`src/design/legendre_position_embedding_core_defines.svh`:
```
// Assertion macros shared by the Legendre embedding RTL
`ifndef LEGENDRE_POSITION_EMBEDDING_CORE_DEFINES_SVH
`define LEGENDRE_POSITION_EMBEDDING_CORE_DEFINES_SVH

// same-cycle implication, checked on clk outside reset
`define LPE_ASSERT_IMPL(lbl, ante, cons, msg) \
	lbl: assert property (@(posedge clk) disable iff (!arst_n) (ante) |-> (cons)) \
		else $error(msg);

// next-cycle implication
`define LPE_ASSERT_NEXT(lbl, ante, cons, msg) \
	lbl: assert property (@(posedge clk) disable iff (!arst_n) (ante) |=> (cons)) \
		else $error(msg);

`endif

```
`src/design/legpe_pkg.sv`:
```
// Package: constants, types and codes of the Legendre position embedding core
`timescale 1ns / 1ps
package legpe_pkg;

	localparam int FRAC_BITS  = 16;
	localparam int POS_BITS   = 16;
	localparam int MAX_ORDERS = 64;

	localparam int LEN_W   = POS_BITS + 1;
	localparam int CNT_W   = $clog2(MAX_ORDERS) + 1;
	localparam int ORDER_W = $clog2(MAX_ORDERS);
	localparam int VALUE_W = FRAC_BITS + 2;
	localparam int IDX_W   = 2;
	localparam int D_W     = POS_BITS;

	// register indexes
	localparam logic [IDX_W-1:0] REG_MAX_LENGTH  = IDX_W'(0);
	localparam logic [IDX_W-1:0] REG_ORDER_COUNT = IDX_W'(1);

	localparam logic [LEN_W-1:0] LEN_RESET = LEN_W'(2048);
	localparam logic [LEN_W-1:0] LEN_MIN   = LEN_W'(2);
	localparam logic [LEN_W-1:0] LEN_MAX   = LEN_W'(1) << POS_BITS;
	localparam logic [CNT_W-1:0] CNT_RESET = CNT_W'(MAX_ORDERS);
	localparam logic [CNT_W-1:0] CNT_MIN   = CNT_W'(1);
	localparam logic [CNT_W-1:0] CNT_MAX   = CNT_W'(MAX_ORDERS);

	// shared divider
	localparam int DIV_NUM_W = D_W + FRAC_BITS + 1;
	localparam int DVS_W     = D_W;
	localparam int X_STEPS   = FRAC_BITS + 1;
	localparam int QUOT_W    = FRAC_BITS + 8;
	localparam int ORD_STEPS = QUOT_W;
	localparam int STEP_W    = $clog2(DIV_NUM_W + 1);
	localparam int NUM_W     = VALUE_W + 8;

	localparam logic [QUOT_W-1:0] ONE_Q = QUOT_W'(1) << FRAC_BITS;

	typedef enum logic [0:0] {
		DIV_X,
		DIV_ORD
	} div_mode_t;

	typedef struct packed {
		logic                 go;
		div_mode_t            mode;
		logic [DIV_NUM_W-1:0] num;
		logic [DVS_W-1:0]     dvs;
	} div_cmd_t;

	typedef enum logic [3:0] {
		ST_IDLE,
		ST_LOAD,
		ST_XDIV,
		ST_EMIT,
		ST_MUL,
		ST_RND,
		ST_COMB,
		ST_OGO,
		ST_ODIV
	} state_t;

endpackage

```
`src/design/legendre_position_embedding_core.sv`:
```
// Top level: Legendre position embedding, sequencer and datapath around a shared divider
`timescale 1ns / 1ps
`include "legendre_position_embedding_core_defines.svh"
// Usage
//   Input: drive position and pulse start; the item is taken at an edge with
//   start high and busy low. busy stays high until the item's run is out.
//   Results: one per order, order 0 .. order_count-1, each on order/value/last
//   for exactly one cycle with strobe high; last marks the final order.
//   The receiver cannot hold results off and need not.
//   Config: wr_en/wr_index/wr_data write max_length (index 0) and
//   order_count (index 1) while busy is low; other indexes are ignored.
//   Timing: order 0 appears once the x scaling division is done, order 1 in
//   the next cycle, and each higher order after the states MUL, RND, COMB,
//   OGO and ODIV, where ODIV waits on the bit-serial divider shared by the
//   x scaling and the recursion; busy drops the cycle after the last strobe.
//   Reset: max_length 2048, order_count 64, block idle, no strobe.
module legendre_position_embedding_core
	import legpe_pkg::*;
(
	input  logic                      clk,
	input  logic                      arst_n,
	input  logic                      start,
	output logic                      busy,
	input  logic [POS_BITS-1:0]       position,
	input  logic                      wr_en,
	input  logic [IDX_W-1:0]          wr_index,
	input  logic [LEN_W-1:0]          wr_data,
	output logic                      strobe,
	output logic [ORDER_W-1:0]        order,
	output logic signed [VALUE_W-1:0] value,
	output logic                      last
);

	state_t state_q, state_d;

	logic [LEN_W-1:0]   max_length_q;
	logic [CNT_W-1:0]   order_count_q;
	logic [ORDER_W-1:0] n_q;

	logic [POS_BITS-1:0]        pos_q;
	logic [D_W-1:0]             d_q;
	logic [ORDER_W-1:0]         last_order_q;
	logic                       neg_q;
	logic signed [VALUE_W-1:0]  x_q;
	logic signed [VALUE_W-1:0]  val_q;
	logic signed [VALUE_W-1:0]  cur_q;
	logic signed [2*VALUE_W-1:0] prod_q;
	logic signed [VALUE_W-1:0]  q_q;
	logic [QUOT_W-1:0]          nmag_q;

	div_cmd_t          div_cmd;
	logic              div_done;
	logic [QUOT_W-1:0] div_quot;

	logic [LEN_W-1:0]   len_c;
	logic [CNT_W-1:0]   cnt_c;
	logic [D_W-1:0]     d_c;
	logic [ORDER_W-1:0] last_c;
	logic               accept;
	logic               is_last;

	logic [POS_BITS-1:0]  pos_c;
	logic [D_W:0]         two_pos;
	logic                 xneg;
	logic [D_W:0]         xmag;
	logic [DIV_NUM_W-1:0] xnum;

	logic [2*VALUE_W-1:0] pmag;
	logic [2*VALUE_W-1:0] psum;
	logic [VALUE_W-1:0]   qmag;
	logic signed [VALUE_W-1:0] q_c;

	logic signed [NUM_W-1:0] num_c;
	logic [NUM_W-1:0]        nmag_c;
	logic [ORDER_W:0]        coef_a;
	logic [ORDER_W-1:0]      den;

	logic [QUOT_W-1:0]         sat_mag;
	logic signed [VALUE_W-1:0] sat_val;
	logic signed [VALUE_W-1:0] res_c;

	legpe_div u_div (
		.clk    (clk),
		.arst_n (arst_n),
		.cmd    (div_cmd),
		.done   (div_done),
		.quot   (div_quot)
	);

	// register clamps
	always_comb begin
		if (max_length_q < LEN_MIN) begin
			len_c = LEN_MIN;
		end else if (max_length_q > LEN_MAX) begin
			len_c = LEN_MAX;
		end else begin
			len_c = max_length_q;
		end
		if (order_count_q < CNT_MIN) begin
			cnt_c = CNT_MIN;
		end else if (order_count_q > CNT_MAX) begin
			cnt_c = CNT_MAX;
		end else begin
			cnt_c = order_count_q;
		end
		d_c    = D_W'(len_c - LEN_W'(1));
		last_c = ORDER_W'(cnt_c - CNT_W'(1));
	end

	assign accept  = start && (state_q == ST_IDLE);
	assign is_last = (n_q == last_order_q);

	// x scaling numerator: |2*pos - d| << FRAC_BITS, plus d/2 for rounding
	always_comb begin
		pos_c   = (pos_q > d_q) ? d_q : pos_q;
		two_pos = {pos_c, 1'b0};
		xneg    = two_pos < {1'b0, d_q};
		xmag    = xneg ? ({1'b0, d_q} - two_pos) : (two_pos - {1'b0, d_q});
		xnum    = DIV_NUM_W'({xmag[D_W-1:0], {FRAC_BITS{1'b0}}}) + DIV_NUM_W'(d_q >> 1);
	end

	// q = round(x * P(n) / 2^FRAC_BITS)
	always_comb begin
		pmag = prod_q[2*VALUE_W-1] ? (2*VALUE_W)'(-prod_q) : (2*VALUE_W)'(prod_q);
		psum = pmag + ((2*VALUE_W)'(1) << (FRAC_BITS - 1));
		qmag = {1'b0, psum[FRAC_BITS +: VALUE_W-1]};
		q_c  = prod_q[2*VALUE_W-1] ? -$signed(qmag) : $signed(qmag);
	end

	// (2m+1)*q - m*P(m-1), with m = n_q
	always_comb begin
		coef_a = {n_q, 1'b1};
		num_c  = $signed({1'b0, coef_a}) * q_q - $signed({2'b00, n_q}) * cur_q;
		nmag_c = num_c[NUM_W-1] ? NUM_W'(-num_c) : NUM_W'(num_c);
		den    = n_q + ORDER_W'(1);
	end

	// quotient sign and saturation to [-1, 1]
	always_comb begin
		sat_mag = (div_quot > ONE_Q) ? ONE_Q : div_quot;
		sat_val = $signed(VALUE_W'(sat_mag));
		res_c   = neg_q ? -sat_val : sat_val;
	end

	always_ff @(posedge clk or negedge arst_n) begin
		if (!arst_n) begin
			max_length_q  <= LEN_RESET;
			order_count_q <= CNT_RESET;
		end else if (wr_en) begin
			case (wr_index)
				REG_MAX_LENGTH: begin
					max_length_q <= wr_data;
				end
				REG_ORDER_COUNT: begin
					order_count_q <= wr_data[CNT_W-1:0];
				end
				default: begin
				end
			endcase
		end
	end

	always_ff @(posedge clk or negedge arst_n) begin
		if (!arst_n) begin
			state_q <= ST_IDLE;
			n_q     <= '0;
		end else begin
			state_q <= state_d;
			case (state_q)
				ST_XDIV: begin
					if (div_done) begin
						n_q <= '0;
					end
				end
				ST_EMIT: begin
					if (!is_last && n_q == '0) begin
						n_q <= n_q + ORDER_W'(1);
					end
				end
				ST_ODIV: begin
					if (div_done) begin
						n_q <= n_q + ORDER_W'(1);
					end
				end
				default: begin
				end
			endcase
		end
	end

	always_ff @(posedge clk) begin
		case (state_q)
			ST_IDLE: begin
				if (accept) begin
					pos_q        <= position;
					d_q          <= d_c;
					last_order_q <= last_c;
				end
			end
			ST_LOAD: begin
				neg_q <= xneg;
			end
			ST_XDIV: begin
				if (div_done) begin
					x_q   <= res_c;
					val_q <= $signed(VALUE_W'(ONE_Q));
				end
			end
			ST_EMIT: begin
				if (!is_last && n_q == '0) begin
					val_q <= x_q;
					cur_q <= val_q;
				end
			end
			ST_MUL: begin
				prod_q <= x_q * val_q;
			end
			ST_RND: begin
				q_q <= q_c;
			end
			ST_COMB: begin
				nmag_q <= nmag_c[QUOT_W-1:0];
				neg_q  <= num_c[NUM_W-1];
			end
			ST_ODIV: begin
				if (div_done) begin
					val_q <= res_c;
					cur_q <= val_q;
				end
			end
			default: begin
			end
		endcase
	end

	always_comb begin
		state_d = state_q;
		case (state_q)
			ST_IDLE: begin
				if (start) begin
					state_d = ST_LOAD;
				end
			end
			ST_LOAD: begin
				state_d = ST_XDIV;
			end
			ST_XDIV: begin
				if (div_done) begin
					state_d = ST_EMIT;
				end
			end
			ST_EMIT: begin
				if (is_last) begin
					state_d = ST_IDLE;
				end else if (n_q == '0) begin
					state_d = ST_EMIT;
				end else begin
					state_d = ST_MUL;
				end
			end
			ST_MUL: begin
				state_d = ST_RND;
			end
			ST_RND: begin
				state_d = ST_COMB;
			end
			ST_COMB: begin
				state_d = ST_OGO;
			end
			ST_OGO: begin
				state_d = ST_ODIV;
			end
			ST_ODIV: begin
				if (div_done) begin
					state_d = ST_EMIT;
				end
			end
			default: begin
				state_d = ST_IDLE;
			end
		endcase
	end

	always_comb begin
		busy         = (state_q != ST_IDLE);
		strobe       = (state_q == ST_EMIT);
		order        = n_q;
		value        = val_q;
		last         = is_last;
		div_cmd.go   = 1'b0;
		div_cmd.mode = DIV_X;
		div_cmd.num  = xnum;
		div_cmd.dvs  = d_q;
		case (state_q)
			ST_LOAD: begin
				div_cmd.go = 1'b1;
			end
			ST_OGO: begin
				div_cmd.go   = 1'b1;
				div_cmd.mode = DIV_ORD;
				div_cmd.num  = DIV_NUM_W'(nmag_q) + DIV_NUM_W'(den >> 1);
				div_cmd.dvs  = DVS_W'(den);
			end
			default: begin
			end
		endcase
	end

	`LPE_ASSERT_NEXT(a_last_frees, strobe && last, !busy, "block still busy after last item")
	`LPE_ASSERT_NEXT(a_run_goes_on, strobe && !last, busy, "run stopped before last item")
	`LPE_ASSERT_IMPL(a_order_range, strobe, order <= last_order_q, "order beyond run length")
	`LPE_ASSERT_IMPL(a_value_range, strobe, (value <= 18'sd65536) && (value >= -18'sd65536), "value outside unit range")

endmodule

```
`src/design/legpe_div.sv`:
```
// Shared restoring divider, one quotient bit per cycle
`timescale 1ns / 1ps
`include "legendre_position_embedding_core_defines.svh"
module legpe_div
	import legpe_pkg::*;
(
	input  logic              clk,
	input  logic              arst_n,
	input  div_cmd_t          cmd,
	output logic              done,
	output logic [QUOT_W-1:0] quot
);

	logic                 busy_q;
	logic                 done_q;
	logic [STEP_W-1:0]    cnt_q;
	logic [DVS_W-1:0]     rem_q;
	logic [DVS_W-1:0]     dvs_q;
	logic [DIV_NUM_W-1:0] dvd_q;

	logic [DVS_W:0]   trial;
	logic [DVS_W:0]   diff;
	logic             ge;
	logic [DVS_W-1:0] rem_d;

	always_comb begin
		trial = {rem_q, dvd_q[DIV_NUM_W-1]};
		diff  = trial - {1'b0, dvs_q};
		ge    = trial >= {1'b0, dvs_q};
		rem_d = ge ? diff[DVS_W-1:0] : trial[DVS_W-1:0];
	end

	always_ff @(posedge clk or negedge arst_n) begin
		if (!arst_n) begin
			busy_q <= 1'b0;
			done_q <= 1'b0;
			cnt_q  <= '0;
		end else begin
			done_q <= 1'b0;
			if (cmd.go) begin
				busy_q <= 1'b1;
				cnt_q  <= (cmd.mode == DIV_X) ? STEP_W'(X_STEPS) : STEP_W'(ORD_STEPS);
			end else if (busy_q) begin
				cnt_q <= cnt_q - STEP_W'(1);
				if (cnt_q == STEP_W'(1)) begin
					busy_q <= 1'b0;
					done_q <= 1'b1;
				end
			end
		end
	end

	always_ff @(posedge clk) begin
		if (cmd.go) begin
			dvs_q <= cmd.dvs;
			if (cmd.mode == DIV_X) begin
				rem_q <= DVS_W'(cmd.num >> X_STEPS);
				dvd_q <= cmd.num << (DIV_NUM_W - X_STEPS);
			end else begin
				rem_q <= DVS_W'(cmd.num >> ORD_STEPS);
				dvd_q <= cmd.num << (DIV_NUM_W - ORD_STEPS);
			end
		end else if (busy_q) begin
			rem_q <= rem_d;
			dvd_q <= {dvd_q[DIV_NUM_W-2:0], ge};
		end
	end

	assign done = done_q;
	assign quot = dvd_q[QUOT_W-1:0];

	`LPE_ASSERT_IMPL(a_rem_below_dvs, busy_q, rem_q < dvs_q, "divider remainder not below divisor")
	`LPE_ASSERT_IMPL(a_done_ends_run, done_q, !busy_q && $past(busy_q), "done without a finished run")
	`LPE_ASSERT_IMPL(a_go_when_idle, cmd.go, !busy_q, "divider started while running")

endmodule

```
`config.mk`:
```
export PLATFORM = sky130hd
export DESIGN_NAME = legendre_position_embedding_core
export DESIGN_NICKNAME = d
export VERILOG_FILES = /design/src/design/legpe_pkg.sv /design/src/design/legendre_position_embedding_core.sv /design/src/design/legpe_div.sv
export VERILOG_INCLUDE_DIRS = /design/src /design/src/design
export SDC_FILE = /design/constraint.sdc
export NUM_CORES = 2
export LEC_CHECK = 0
export BUFFER_PORTS_ARGS = -buffer_cell sky130_fd_sc_hd__buf_2
export CAP_MARGIN = 25
export CORE_ASPECT_RATIO = 0.9
export CORE_UTILIZATION = 35
export CTS_BUF_LIST = sky130_fd_sc_hd__clkbuf_4
export CTS_CLUSTER_DIAMETER = 80
export DETAILED_ROUTE_END_ITERATION = 8
export GPL_TIMING_DRIVEN = 0
export HOLD_SLACK_MARGIN = 0.03
export PLACE_DENSITY_LB_ADDON = 0.2
export SETUP_SLACK_MARGIN = 0.5
export SLEW_MARGIN = 25
export SYNTH_ARGS = -nofsm -noshare
export SYNTH_HDL_FRONTEND = slang
export SYNTH_SLANG_ARGS = --single-unit
```
`constraint.sdc`:
```
create_clock -name clk -period 14.79 [get_ports clk]
set_input_delay 1.479 -clock clk [delete_from_list [all_inputs] [get_ports clk]]
set_output_delay 1.479 -clock clk [all_outputs]
set_load 0.01 [all_outputs]
```
==> summary.md <==
| Metric | Value |
|---|---|
| Vias in the first global route | `approximately 28000` |
| Average wire per standard cell | `19.0 um` |
| Sum Neg Setup Slack | `0 ps` |
| CTS sink count | `276` |
| Hold depth | `2` |
| F_max | `107 MHz` |
| Core area | `approximately 100000 sq um` |
| Die Y | `310 um` |
| Final ANT Viol Nets | `0` |
| Number of synthesized register bits | `276` |
| CP Buf/Inv Count | `8` |
| Tmin final | `approximately 9400 ps` |
| CTS max path bufs | `3` |
| Type of origin of the critical path | `flip-flop` |
| Cells after Synth | `3884` |
| Synth Area in Compound Gates | `8.77%` |
| First-pass detailed-route iteration total | `5` |
| Clk_skew | `between 80 and 90 ps` |
| CP required | `~15000 ps` |
| Commonest cells after routing, fill and taps aside | `inv_1, fa_1, nand2_1, ha_1, edfxtp_1` |
| Endpoints failing setup | `0` |
| Max-slew violations | `0` |
| Largest cells by area after synthesis | `fa_1, edfxtp_1, ha_1` |
| # IOs | `between 60 and 70` |
| Period utilization | `a little under two thirds` |
| DR vias/cell | `4.94` |
| Cell taking the most area after synthesis | `fa_1` |
| Worst-Skew Late Latency | `870 ps` |
| Initial Util | `35.5%` |
| Drc violations | `0` |
| Hold_buf cts | `0` |
| Placed Instances | `5325` |
| Largest family of logic cells by synthesized area | `adder cells` |
| PortBufs | `65` |
| Total Routing Usage GR | `20.1%` |
| Worst EP arrival | `10000 ps` |
| Worst R2R End | `nmag_q[15]` |
| DIE WIDTH | `344 um` |
| Gr ovfl total | `0` |
| Non-Filler Instances | `5472` |
| Antenna violations before repair | `9` |
| Measured slew at the worst slew-check pin | `1020 ps` |
| Crit. End Element | `flip-flop` |
| RSZ-0062 raised after global routing | `false` |
| Row cnt | `approximately 110` |
| Main synth FF type | `edfxtp_1` |
| CTS H-tree depth | `3` |
| R2r worst-path depth | `27` |
| Relative slew slack | `31.4%` |
| Final nets | `4882` |
| Synthesized net count | `4728` |
| Placer Congestion | `0.864` |
| Hold slack final | `between 500 and 600 ps` |
| Mapped Avg Cell Area | `about 9.5 sq um` |
| Ys async rst share | `15.2%` |
| Synthesized cell area | `between 30000 and 40000 sq um` |
| Mux contribution to synthesized area | `1.48%` |
| EDFF count, synth | `approximately 230` |
| Commonest non-fill, non-tap cell in the layout | `inv_1` |
| Initial detailed-routing violation count | `~1800` |
| R2r startpoint | `order[2]` |
| Status | `finished clean` |
| # Post-CTS Setup Buffers | `0` |
| Slowest-stage cell, CP | `clkbuf_1` |
| Reg clk slew, reported paths | `60 ps` |
| Detail Placement HPWL | `about 85 mm` |
| Root Buffer | `clkbuf_4` |
| R2R setup slack | `5410 ps` |
| Area Growth Syn to Fin | `8.77%` |
| CTS tree | `done` |
| Register area share after synthesis | `21.9%` |
| Post-Synth Simple-Gate Area | `between 10% and 20%` |
| Worst hold-check path type | `reg2reg` |
| Netlist cell types | `between 80 and 90` |
| YS warnings | `0` |
| Worst Hold Path EP | `u_div.dvd_q[31]` |
| Worst-path maximum fanout | `10` |
| Cell repeated most along the worst path | `fa_1` |
| Cell family with most CP delay | `adder cells` |
| Layout cells sized above 1 | `a little under 7%` |
| Largest net degree at the start of global routing | `33` |
| Final hold vios | `0` |
| Die ar. | `107000 sq um` |
| Vias | `about 27000` |
| Global-route wire length before repair | `164 mm` |
| Post-synthesis adder-cell area fraction | `38.6%` |
| CTS Buf Count | `79` |
| Largest stage delay, worst path | `630 ps` |
| Worst setup path class | `reg2reg` |
| Worst Min Path Start | `u_div.dvd_q[30]` |
| XOR/XNOR Fraction of Synth Area | `4.89%` |
| Area fraction of the dominant cell type after synthesis | `30.0%` |
| Post-cts sizing count | `0` |
| Max-cap violations | `0` |
| WL final | `104 mm` |
## final cells by class
cell class                 instances  area, sq um
fill                           10694        63900
multi-input combinational       2698        25400
sequential                       276         8080
inverter                         744         2790
tap                             1368         1710
clock buffer                     120          901
buffer                           166          643
timing repair buffer              73          435
clock inverter                    22          139
antenna                            5         12.5
## logic make-up (layout without fill, tap and decap cells)
kind of cell / count (synthesis) / count (layout)
xor+xnor: 204 / 204
compound gates: 494 / 494
buf+inv: 910 / 1125
simple gates: 1144 / 1144
other cells: 0 / 5
flops: 276 / 276
fa+ha+maj: 805 / 805
mux: 51 / 51
## routing by layer
layer	vias to the layer above	wire [um]	GRT usage, %
li1	12697	-	-
met1	13587	52000	31.0
met2	655	43700	29.3
met3	98	6660	3.59
met4	4	1520	4.00
met5	-	26	0
## worst reg2reg max path: cells and delay by family (launching register included)
kind            cells  cell delay [ps]
compound gates      7             1200
simple gates        3              540
flops               1              430
fa+ha+maj           7             3410
xor+xnor            2              880
buf+inv             8             2720
## flip-flops by register name, summed over array words and instances, names as in the netlist
name,cells
last_order_q,6
u_div.done,1
q_q,18
pos_q,16
x_q,18
u_div.busy_q,1
order_count_q,7
state_q,4
neg_q,1
u_div.dvd_q,33
cur_q,18
max_length_q,17
d_q,16
nmag_q,24
u_div.dvs_q,16
prod_q,34
value,18
order,6
u_div.cnt_q,6
u_div.rem_q,16
## worst max-delay path by stage
stage / slack, ps / to / depth (start not counted) / startpoint
after global routing: 4910 / nmag_q[11] / 27 / order[2]
after detailed placement: 5520 / nmag_q[15] / 27 / order[2]
final: 5410 / nmag_q[15] / 27 / order[2]
after floorplan: 7670 / nmag_q[5] / 27 / order[2]
after CTS: 5500 / nmag_q[15] / 27 / order[2]
after global placement: 5460 / nmag_q[15] / 27 / order[2]
## through the flow
step	instance area, sq um	util, %	setup slack, ps
floorplan	36900	-	7670
global placement	38900	37.4	5460
detailed placement	39100	37.6	5520
CTS	40100	38.6	5500
global route	40100	38.6	4910
finish	40100	38.6	5410
## Yosys cell counts, types with 24 or more instances
| cell type | n |
|---|---|
| inv_1 | 743 |
| fa_1 | 552 |
| nand2_1 | 478 |
| ha_1 | 253 |
| edfxtp_1 | 234 |
| and2_1 | 231 |
| nor2_1 | 170 |
| clkbuf_1 | 154 |
| xnor2_1 | 138 |
| a21oi_1 | 115 |
| o21ai_0 | 98 |
| xor2_1 | 65 |
| a21o_1 | 61 |
| nor3_1 | 42 |
| dfrtp_1 | 40 |
| a31oi_1 | 36 |
| nand3_1 | 32 |
| nand2b_1 | 31 |
| mux2_2 | 27 |
| and3_1 | 24 |
| mux2i_1 | 24 |
| nor2b_1 | 24 |
Power is not shown: default switching activity piles up to over one toggle a cycle in this logic, so the estimate is an artifact.
